$ cat src/sv/assert_macros.svh
// ---------------------------------------------------------------------------
// Assertion macros
// Concurrent assertion helpers shared by the RTL; ASSERT_OFF removes them.
// ---------------------------------------------------------------------------
`ifndef ASSERT_MACROS_SVH
`define ASSERT_MACROS_SVH

`ifndef ASSERT_OFF
// property checked on every rising clock edge outside reset
`define ASSERT_ALWAYS(lbl, clk, rst_n, prop) \
  lbl: assert property (@(posedge clk) disable iff (!rst_n) (prop)) \
    else $error("assertion failed");
// implication: antecedent implies consequent through |=>, so pass no implication operator inside
`define ASSERT_IMPL(lbl, clk, rst_n, ante, cons) \
  lbl: assert property (@(posedge clk) disable iff (!rst_n) (ante) |=> (cons)) \
    else $error("assertion failed");
`else
`define ASSERT_ALWAYS(lbl, clk, rst_n, prop)
`define ASSERT_IMPL(lbl, clk, rst_n, ante, cons)
`endif

`endif

$ cat src/sv/prw_pkg.sv
// ---------------------------------------------------------------------------
// Packet reorder window package
// Shared constants, register codes and state type of the reorder unit.
// ---------------------------------------------------------------------------
`timescale 1ns / 1ps
`default_nettype none

package prw_pkg;

  localparam int unsigned DefWindow = 32;

  localparam int unsigned IdW     = 32;
  localparam int unsigned HandleW = 16;
  localparam int unsigned SizeW   = 16;
  localparam int unsigned CfgIdxW = 2;
  localparam int unsigned CfgW    = 32;

  // configuration register indexes
  localparam logic [CfgIdxW-1:0] RegLocalId = 2'd0;
  localparam logic [CfgIdxW-1:0] RegPeerId  = 2'd1;
  localparam logic [CfgIdxW-1:0] RegFileId  = 2'd2;

  // result kinds
  localparam logic KindAck     = 1'b0;
  localparam logic KindDeliver = 1'b1;

  typedef enum logic [1:0] {
    S_IDLE,
    S_READ,
    S_DELIVER
  } state_e;

endpackage

`default_nettype wire

$ cat src/sv/packet_reorder_window_unit.sv
// ---------------------------------------------------------------------------
// Packet reorder window unit
// Receiver-side reorder buffer: acks each packet, stores out-of-order ones
// in a slot memory and flushes a gapless run in sequence order.
// ---------------------------------------------------------------------------
// Usage:
//  - Input words (seq_id, payload_handle, payload_size) are taken when
//    in_valid_i is high and in_stall_o is low. Result words leave on
//    out_valid_o / out_stall_i; every word is first acknowledged, and a word
//    that completes a gapless run is followed by one delivery per stored slot.
//  - Config writes (cfg_index_i, cfg_data_i) are taken whenever cfg_valid_i
//    is high; cfg_ready_o is always high. Write only while the unit is idle.
//  - Order: the acknowledgment sits in the output register in the cycle after
//    the input word is taken. Deliveries follow through states S_READ and
//    S_DELIVER, then come one per cycle while the receiver does not stall.
//  - Throughput: a word that causes no flush leaves the unit ready for the
//    next one; a word that flushes n slots (at most WINDOW) holds off input
//    while the single registered read port walks the run one slot a cycle.
//  - Reset clears the delivered id, byte count, slot valid bits and config
//    registers at once; no clearing pass is needed.
//  - While the receiver stalls, the output register holds its word and the
//    unit stops both taking input and walking the flush.
// ---------------------------------------------------------------------------
`timescale 1ns / 1ps
`default_nettype none

`include "assert_macros.svh"

module packet_reorder_window_unit #(
  parameter int unsigned WINDOW = prw_pkg::DefWindow
) (
  input  wire logic                         clk_i,
  input  wire logic                         rst_ni,
  // config write channel
  input  wire logic                         cfg_valid_i,
  output logic                              cfg_ready_o,
  input  wire logic [prw_pkg::CfgIdxW-1:0]  cfg_index_i,
  input  wire logic [prw_pkg::CfgW-1:0]     cfg_data_i,
  // input channel
  input  wire logic                         in_valid_i,
  output logic                              in_stall_o,
  input  wire logic [prw_pkg::IdW-1:0]      seq_id_i,
  input  wire logic [prw_pkg::HandleW-1:0]  payload_handle_i,
  input  wire logic [prw_pkg::SizeW-1:0]    payload_size_i,
  // output channel
  output logic                              out_valid_o,
  input  wire logic                         out_stall_i,
  output logic                              kind_o,
  output logic [prw_pkg::IdW-1:0]           out_seq_id_o,
  output logic [prw_pkg::HandleW-1:0]       out_handle_o,
  output logic [prw_pkg::SizeW-1:0]         out_size_o,
  output logic [prw_pkg::CfgW-1:0]          ack_local_o,
  output logic [prw_pkg::CfgW-1:0]          ack_peer_o,
  output logic [prw_pkg::CfgW-1:0]          ack_file_o,
  output logic                              window_overflow_o,
  output logic [prw_pkg::IdW-1:0]           total_bytes_o,
  output logic                              last_o
);

  import prw_pkg::*;

  localparam int unsigned OW    = $clog2(WINDOW);
  localparam int unsigned CW    = $clog2(WINDOW + 1);
  localparam int unsigned Depth = 1 << OW;
  localparam int unsigned MemW  = HandleW + SizeW;

  // config registers
  logic [CfgW-1:0] local_q, peer_q, file_q;

  // control state
  state_e              state_q, state_d;
  logic [IdW-1:0]      delivered_q, delivered_d;
  logic [IdW-1:0]      bytes_q, bytes_d;
  logic [WINDOW-1:0]   valid_q, valid_d;
  logic [CW-1:0]       count_q, count_d;
  logic [CW-1:0]       walk_q, walk_d;
  logic [CW-1:0]       flen_q, flen_d;

  // slot memory: {handle, size}; the id is implied by the slot position
  logic [MemW-1:0]     mem_q [Depth];
  logic [MemW-1:0]     rd_q;
  logic [OW-1:0]       rd_addr;

  // output register
  logic                ov_q, ov_d;
  logic                ld_out;
  logic                kind_q, kind_d;
  logic [IdW-1:0]      oseq_q, oseq_d;
  logic [HandleW-1:0]  ohdl_q, ohdl_d;
  logic [SizeW-1:0]    osize_q, osize_d;
  logic [CfgW-1:0]     olocal_q, olocal_d, opeer_q, opeer_d, ofile_q, ofile_d;
  logic                oovf_q, oovf_d;
  logic [IdW-1:0]      ototal_q, ototal_d;
  logic                olast_q, olast_d;

  // insert path
  logic                out_free, in_acc;
  logic                newer, beyond, ins, ins_new, gapless;
  logic [IdW-1:0]      off_full;
  logic [OW-1:0]       off;
  logic [WINDOW-1:0]   valid_n, prefix;
  logic [CW-1:0]       count_n, walk_inc;
  logic [IdW-1:0]      bytes_inc;
  logic                walk_last;

  assign cfg_ready_o = 1'b1;

  always_ff @(posedge clk_i or negedge rst_ni) begin
    if (!rst_ni) begin
      local_q <= '0;
      peer_q  <= '0;
      file_q  <= '0;
    end else if (cfg_valid_i) begin
      case (cfg_index_i)
        RegLocalId: local_q <= cfg_data_i;
        RegPeerId:  peer_q  <= cfg_data_i;
        RegFileId:  file_q  <= cfg_data_i;
        default: ;
      endcase
    end
  end

  assign out_free   = !ov_q || !out_stall_i;
  assign in_stall_o = !((state_q == S_IDLE) && out_free);
  assign in_acc     = in_valid_i && !in_stall_o;

  assign newer    = seq_id_i > delivered_q;
  assign off_full = seq_id_i - delivered_q - 1'b1;
  assign beyond   = newer && (off_full >= IdW'(WINDOW));
  assign ins      = newer && !beyond;
  assign off      = off_full[OW-1:0];
  assign ins_new  = ins && !valid_q[off];

  always_comb begin
    valid_n = valid_q;
    if (ins_new) valid_n[off] = 1'b1;
  end

  assign count_n = count_q + CW'(ins_new);

  always_comb begin
    for (int i = 0; i < WINDOW; i++) begin
      prefix[i] = (CW'(i) < count_n);
    end
  end

  // valid slots must be exactly the first count_n positions
  assign gapless   = ins && (count_n != '0) && (valid_n == prefix);

  assign walk_inc  = walk_q + 1'b1;
  assign walk_last = (walk_inc == flen_q);
  assign bytes_inc = bytes_q + IdW'(rd_q[SizeW-1:0]);

  always_comb begin
    state_d     = state_q;
    delivered_d = delivered_q;
    bytes_d     = bytes_q;
    valid_d     = valid_q;
    count_d     = count_q;
    walk_d      = walk_q;
    flen_d      = flen_q;
    ld_out      = 1'b0;
    rd_addr     = walk_q[OW-1:0];
    kind_d      = kind_q;
    oseq_d      = oseq_q;
    ohdl_d      = ohdl_q;
    osize_d     = osize_q;
    olocal_d    = olocal_q;
    opeer_d     = opeer_q;
    ofile_d     = ofile_q;
    oovf_d      = oovf_q;
    ototal_d    = ototal_q;
    olast_d     = olast_q;

    case (state_q)
      S_IDLE: begin
        if (in_acc) begin
          ld_out   = 1'b1;
          kind_d   = KindAck;
          oseq_d   = seq_id_i;
          ohdl_d   = '0;
          osize_d  = payload_size_i;
          olocal_d = local_q;
          opeer_d  = peer_q;
          ofile_d  = file_q;
          oovf_d   = beyond;
          ototal_d = bytes_q;
          olast_d  = !gapless;
          if (gapless) begin
            // store empties now; the walk reads only the memory
            valid_d = '0;
            count_d = '0;
            flen_d  = count_n;
            walk_d  = '0;
            state_d = S_READ;
          end else begin
            valid_d = valid_n;
            count_d = count_n;
          end
        end
      end
      // interlock: slot 0 may have been written at the accepting edge
      S_READ: begin
        state_d = S_DELIVER;
      end
      S_DELIVER: begin
        if (out_free) begin
          ld_out      = 1'b1;
          rd_addr     = walk_inc[OW-1:0];
          kind_d      = KindDeliver;
          oseq_d      = delivered_q + 1'b1;
          ohdl_d      = rd_q[MemW-1:SizeW];
          osize_d     = rd_q[SizeW-1:0];
          olocal_d    = '0;
          opeer_d     = '0;
          ofile_d     = '0;
          oovf_d      = 1'b0;
          ototal_d    = bytes_inc;
          olast_d     = walk_last;
          delivered_d = delivered_q + 1'b1;
          bytes_d     = bytes_inc;
          walk_d      = walk_inc;
          if (walk_last) state_d = S_IDLE;
        end
      end
      default: state_d = S_IDLE;
    endcase

    if (ld_out) begin
      ov_d = 1'b1;
    end else if (!out_stall_i) begin
      ov_d = 1'b0;
    end else begin
      ov_d = ov_q;
    end
  end

  always_ff @(posedge clk_i or negedge rst_ni) begin
    if (!rst_ni) begin
      state_q     <= S_IDLE;
      delivered_q <= '0;
      bytes_q     <= '0;
      valid_q     <= '0;
      count_q     <= '0;
      walk_q      <= '0;
      flen_q      <= '0;
      ov_q        <= 1'b0;
    end else begin
      state_q     <= state_d;
      delivered_q <= delivered_d;
      bytes_q     <= bytes_d;
      valid_q     <= valid_d;
      count_q     <= count_d;
      walk_q      <= walk_d;
      flen_q      <= flen_d;
      ov_q        <= ov_d;
    end
  end

  always_ff @(posedge clk_i) begin
    kind_q   <= kind_d;
    oseq_q   <= oseq_d;
    ohdl_q   <= ohdl_d;
    osize_q  <= osize_d;
    olocal_q <= olocal_d;
    opeer_q  <= opeer_d;
    ofile_q  <= ofile_d;
    oovf_q   <= oovf_d;
    ototal_q <= ototal_d;
    olast_q  <= olast_d;
  end

  // slot memory, one write and one registered read port
  always_ff @(posedge clk_i) begin
    if (in_acc && ins_new) begin
      mem_q[off] <= {payload_handle_i, payload_size_i};
    end
    rd_q <= mem_q[rd_addr];
  end

  assign out_valid_o       = ov_q;
  assign kind_o            = kind_q;
  assign out_seq_id_o      = oseq_q;
  assign out_handle_o      = ohdl_q;
  assign out_size_o        = osize_q;
  assign ack_local_o       = olocal_q;
  assign ack_peer_o        = opeer_q;
  assign ack_file_o        = ofile_q;
  assign window_overflow_o = oovf_q;
  assign total_bytes_o     = ototal_q;
  assign last_o            = olast_q;

  `ASSERT_ALWAYS(a_count_matches, clk_i, rst_ni, count_q == CW'($countones(valid_q)))
  `ASSERT_ALWAYS(a_store_empty_in_walk, clk_i, rst_ni,
    (state_q == S_IDLE) || (valid_q == '0))
  `ASSERT_IMPL(a_delivery_advances_id, clk_i, rst_ni,
    (state_q == S_DELIVER) && ld_out, delivered_q == $past(delivered_q) + 1'b1)
  `ASSERT_IMPL(a_last_ends_walk, clk_i, rst_ni,
    (state_q == S_DELIVER) && ld_out && walk_last, state_q == S_IDLE && olast_q)

endmodule

`default_nettype wire

$ cat config.mk
export PLATFORM = sky130hd
export DESIGN_NAME = packet_reorder_window_unit
export DESIGN_NICKNAME = d
export VERILOG_FILES = /design/src/sv/prw_pkg.sv /design/src/sv/packet_reorder_window_unit.sv
export VERILOG_INCLUDE_DIRS = /design/src /design/src/sv
export SDC_FILE = /design/constraint.sdc
export NUM_CORES = 2
export LEC_CHECK = 0
export BUFFER_PORTS_ARGS = -buffer_cell sky130_fd_sc_hd__buf_2
export CAP_MARGIN = 10
export CORE_MARGIN = 1.5
export CORE_UTILIZATION = 63
export CTS_CLUSTER_DIAMETER = 120
export DETAILED_ROUTE_END_ITERATION = 10
export PLACE_DENSITY = 0.85
export SYNTH_ARGS = -nofsm -noshare
export SYNTH_HDL_FRONTEND = slang
export SYNTH_SLANG_ARGS = --single-unit
export TNS_END_PERCENT = 30
$ cat constraint.sdc
create_clock -name clk_i -period 17.6 [get_ports clk_i]
set_input_delay 4.4 -clock clk_i [delete_from_list [all_inputs] [get_ports clk_i]]
set_output_delay 4.4 -clock clk_i [all_outputs]
set_load 0.005 [all_outputs]
==> flow_summary.toml <==
[status]
status = "finished, final reports clean"

[logic_synthesis]
yosysTopAreaCell = "edfxtp_1"
yosysUniqueCellTypes = 79
synthesis.area_sq_mm = 0.06088
async_flop_share = 0.1455
yosys-top-cells-count = "1219 x edfxtp_1, 330 x mux4_2, 266 x nand2_1, 213 x dfrtp_1, 175 x nor2_1"
syn_nets = 3726
synth_top_flop_cell = "edfxtp_1"
synth.most_common_cell = "edfxtp_1"
yosys_warnings = 0
seq_area_frac_synth = 0.6993
ys_top_cells_by_area = "edfxtp_1 60%, mux4_2 12%, dfrtp_1 8.8%, mux2_2 2.5%, nand2_1 1.6%"
synth.ff_latch_count = 1464
synth.avg_cell_area_sq_um = 17.06
syn_inst = 3568
synth_edf_count = 1219
synth_top_area_frac = 0.6013

[worst_setup_path]
crit_path_start_kind = "input port"
max_stage_delay_ns = 0.74
worstSetupPathType = "in -> reg"
cp_common_cell = "ha_1"
cp_max_fo = 39
reg2reg_slack_ns = 7.87
required_ns = 18.24
cp_slowest_cell = "xor2_1"
cp-end-kind = "flop"
critical_path_arrival_ns = 13.58

[timing]
rsz0062_at_grt = "false"
min_period_ns = 12.95
finalHoldViolations = 0
tns_ns = 0
max_slew_margin = 0.2059
setup_violations = 0
finalCritPeriodShare = 0.7356
report.final.slew_viol_count = 0
skew_ns = 0.02862
fmax_ghz = 0.07724
tightest_slew_ns = 1.191

[routing]
via_count = 35390
drt_iter0_drc = 4733
routed_wl_um = 163900
vias_per_cell = 6.687
postRouteAntennaNets = 0
first_pass_iters = 5
drc = 0
avgRoutedWirePerCell_um = 30.97

[clock_network]
htreeDepth = 4
ctsResizeCount = 0
post-cts-setup-buffer-count = 0
cts.sinks = 1464
clk_latency_ns = 0.77
cts_max_path_buffers = 3
cts_buffers = 142
cts_tree = "done"
clkTransAtPathRegs_ns = 0.06
ctsRootBufferMaster = "clkbuf_16"
hold_buffers = 0

[die]
fp.dieArea_sq_mm = 0.09851
ioPinCount = 301
dieWidth_um = 313.9
initial_utilization = 0.6379
core_sq_mm = 0.09544
die_h_um = 313.9
rows = 113

[grt]
grt-ovfl-total = 0
grt_use_total = 0.3375
grt_max_degree = 121
grt_antenna_before_repair = 10
grt_pass1_wl_um = 238600
grt_pass1_vias = 35660

[pwr]
p_leak_nw = 24.05
internal_power_w = 0.007664
switching_power_w = 0.003514
power_w = 0.01118
ir_drop_uv = 173.7
pwr-share-comb = 0.349
p_sw_frac = 0.3144
clkPwrFrac = 0.263
p_seq_frac = 0.388
powerDensity_mw_per_mm2 = 163.1

[layout]
drive_gt1_frac = 0.2760
nets = 4067
seqCellArea_sq_mm = 0.04258
fillCellCount = 5509
multiInputGateArea_sq_mm = 0.01769
area_delta_synth_final_pct = 12.60

[min_path]
hp-class = "reg -> reg"

[flow_run]
drv_cap = 0

[placed_design]
io_buffer_count = 299
hpwl_um = 89260
gp_congestion = 0.9308
[path summary, 6_finish.rpt]
kind,end,from,cells past startpoint
min reg2reg,bytes_q[31],bytes_q[31],1
max reg2reg,flen_q[5],delivered_q[0],29
max in group asynchronous,flen_q[2],rst_ni,2
min in group asynchronous,delivered_q[10],rst_ni,1
min,bytes_q[31],bytes_q[31],1
max,flen_q[5],seq_id_i[0],29
[sequential cells by signal, indices dropped and copies added, names as in the netlist, 2 cells and up]
name and flops:
delivered_q 32, peer_q 32, bytes_q 32, flen_q 6
out_size_o 16, ack_file_o 32, valid_q 32, file_q 32
rd_q 32, out_seq_id_o 32, out_handle_o 16, total_bytes_o 32
count_q 6, mem_q 1024, state_q 2, local_q 32
ack_peer_o 32, walk_q 6, ack_local_o 32
[layout by cell type (no fill, tap or decap), drive strengths merged, types with 47 or more instances in the layout]
cell type and n:
a21oi 82, and2 127, buf 370, clkbuf 205, dfrtp 213, edfxtp 1219, ha 53, inv 72
mux2 138, mux4 330, nand2 267, nor2 175, nor3 47, o21ai 144, xnor2 101
[final cells by class]
type | count | share of cell area
Sequential cell | 1464 | 0.6211
Multi-Input combinational cell | 1870 | 0.2580
Clock buffer | 205 | 0.05748
Timing Repair Buffer | 370 | 0.02975
Tap cell | 1265 | 0.02309
Clock inverter | 52 | 0.006954
Inverter | 61 | 0.003450
Antenna cell | 5 | 0.0001825
[layer usage]
layer / share of wire / track usage
met1: 0.36 / 0.4444
met3: 0.10 / 0.06472
met2: 0.49 / 0.5530
met5: 0.00021 / 0.002418
met4: 0.046 / 0.1535
[power groups by stage]
stage               registers, W  clock network, W  logic (W)
floorplan                0.00439                 0    0.00273
detailed placement       0.00440                 0    0.00383
finish                   0.00434           0.00294    0.00390
global placement         0.00439                 0    0.00374
CTS                      0.00434           0.00296    0.00392
global route             0.00437           0.00308    0.00415
[worst max-delay path, delay by kind of cell]
kind                       cells  cell delay [ns]
buffers and inverters          3             0.60
AOI/OAI and AO/OA              5             1.97
and+or+nand+nor               14             3.84
muxes                          2             0.77
xor gates and xnor gates       1             0.74
adders and majority gates      4             1.23
[stage by stage]
stage,cell area [sq um],util,hold slack [ns],setup slack (ns),cells
after floorplan,60880,-,0.4563,6.318,3568
after global placement,64120,0.6719,0.4787,4.489,5030
after detailed placement,64120,0.6719,0.4786,4.229,5030
after CTS,68540,0.7182,0.4927,4.853,5287
after global routing,68550,0.7183,0.5107,4.106,5290
final,68550,0.7183,0.4914,4.654,5292
[kinds of logic (layout without fill, tap and decap cells)]
family | after synthesis | in the layout | synth area share
multiplexers | 475 | 475 | 0.1488
buffers and inverters | 234 | 688 | 0.01482
XOR/XNOR | 137 | 137 | 0.01971
AND/OR/NAND/NOR | 832 | 832 | 0.06714
AO/OA/AOI/OAI | 370 | 370 | 0.03864
flip-flops | 1464 | 1464 | 0.6993
other | 1 | 6 | 0.00006160
adder cells (fa/ha/maj) | 55 | 55 | 0.01155
(Power assumes the default switching activity.)
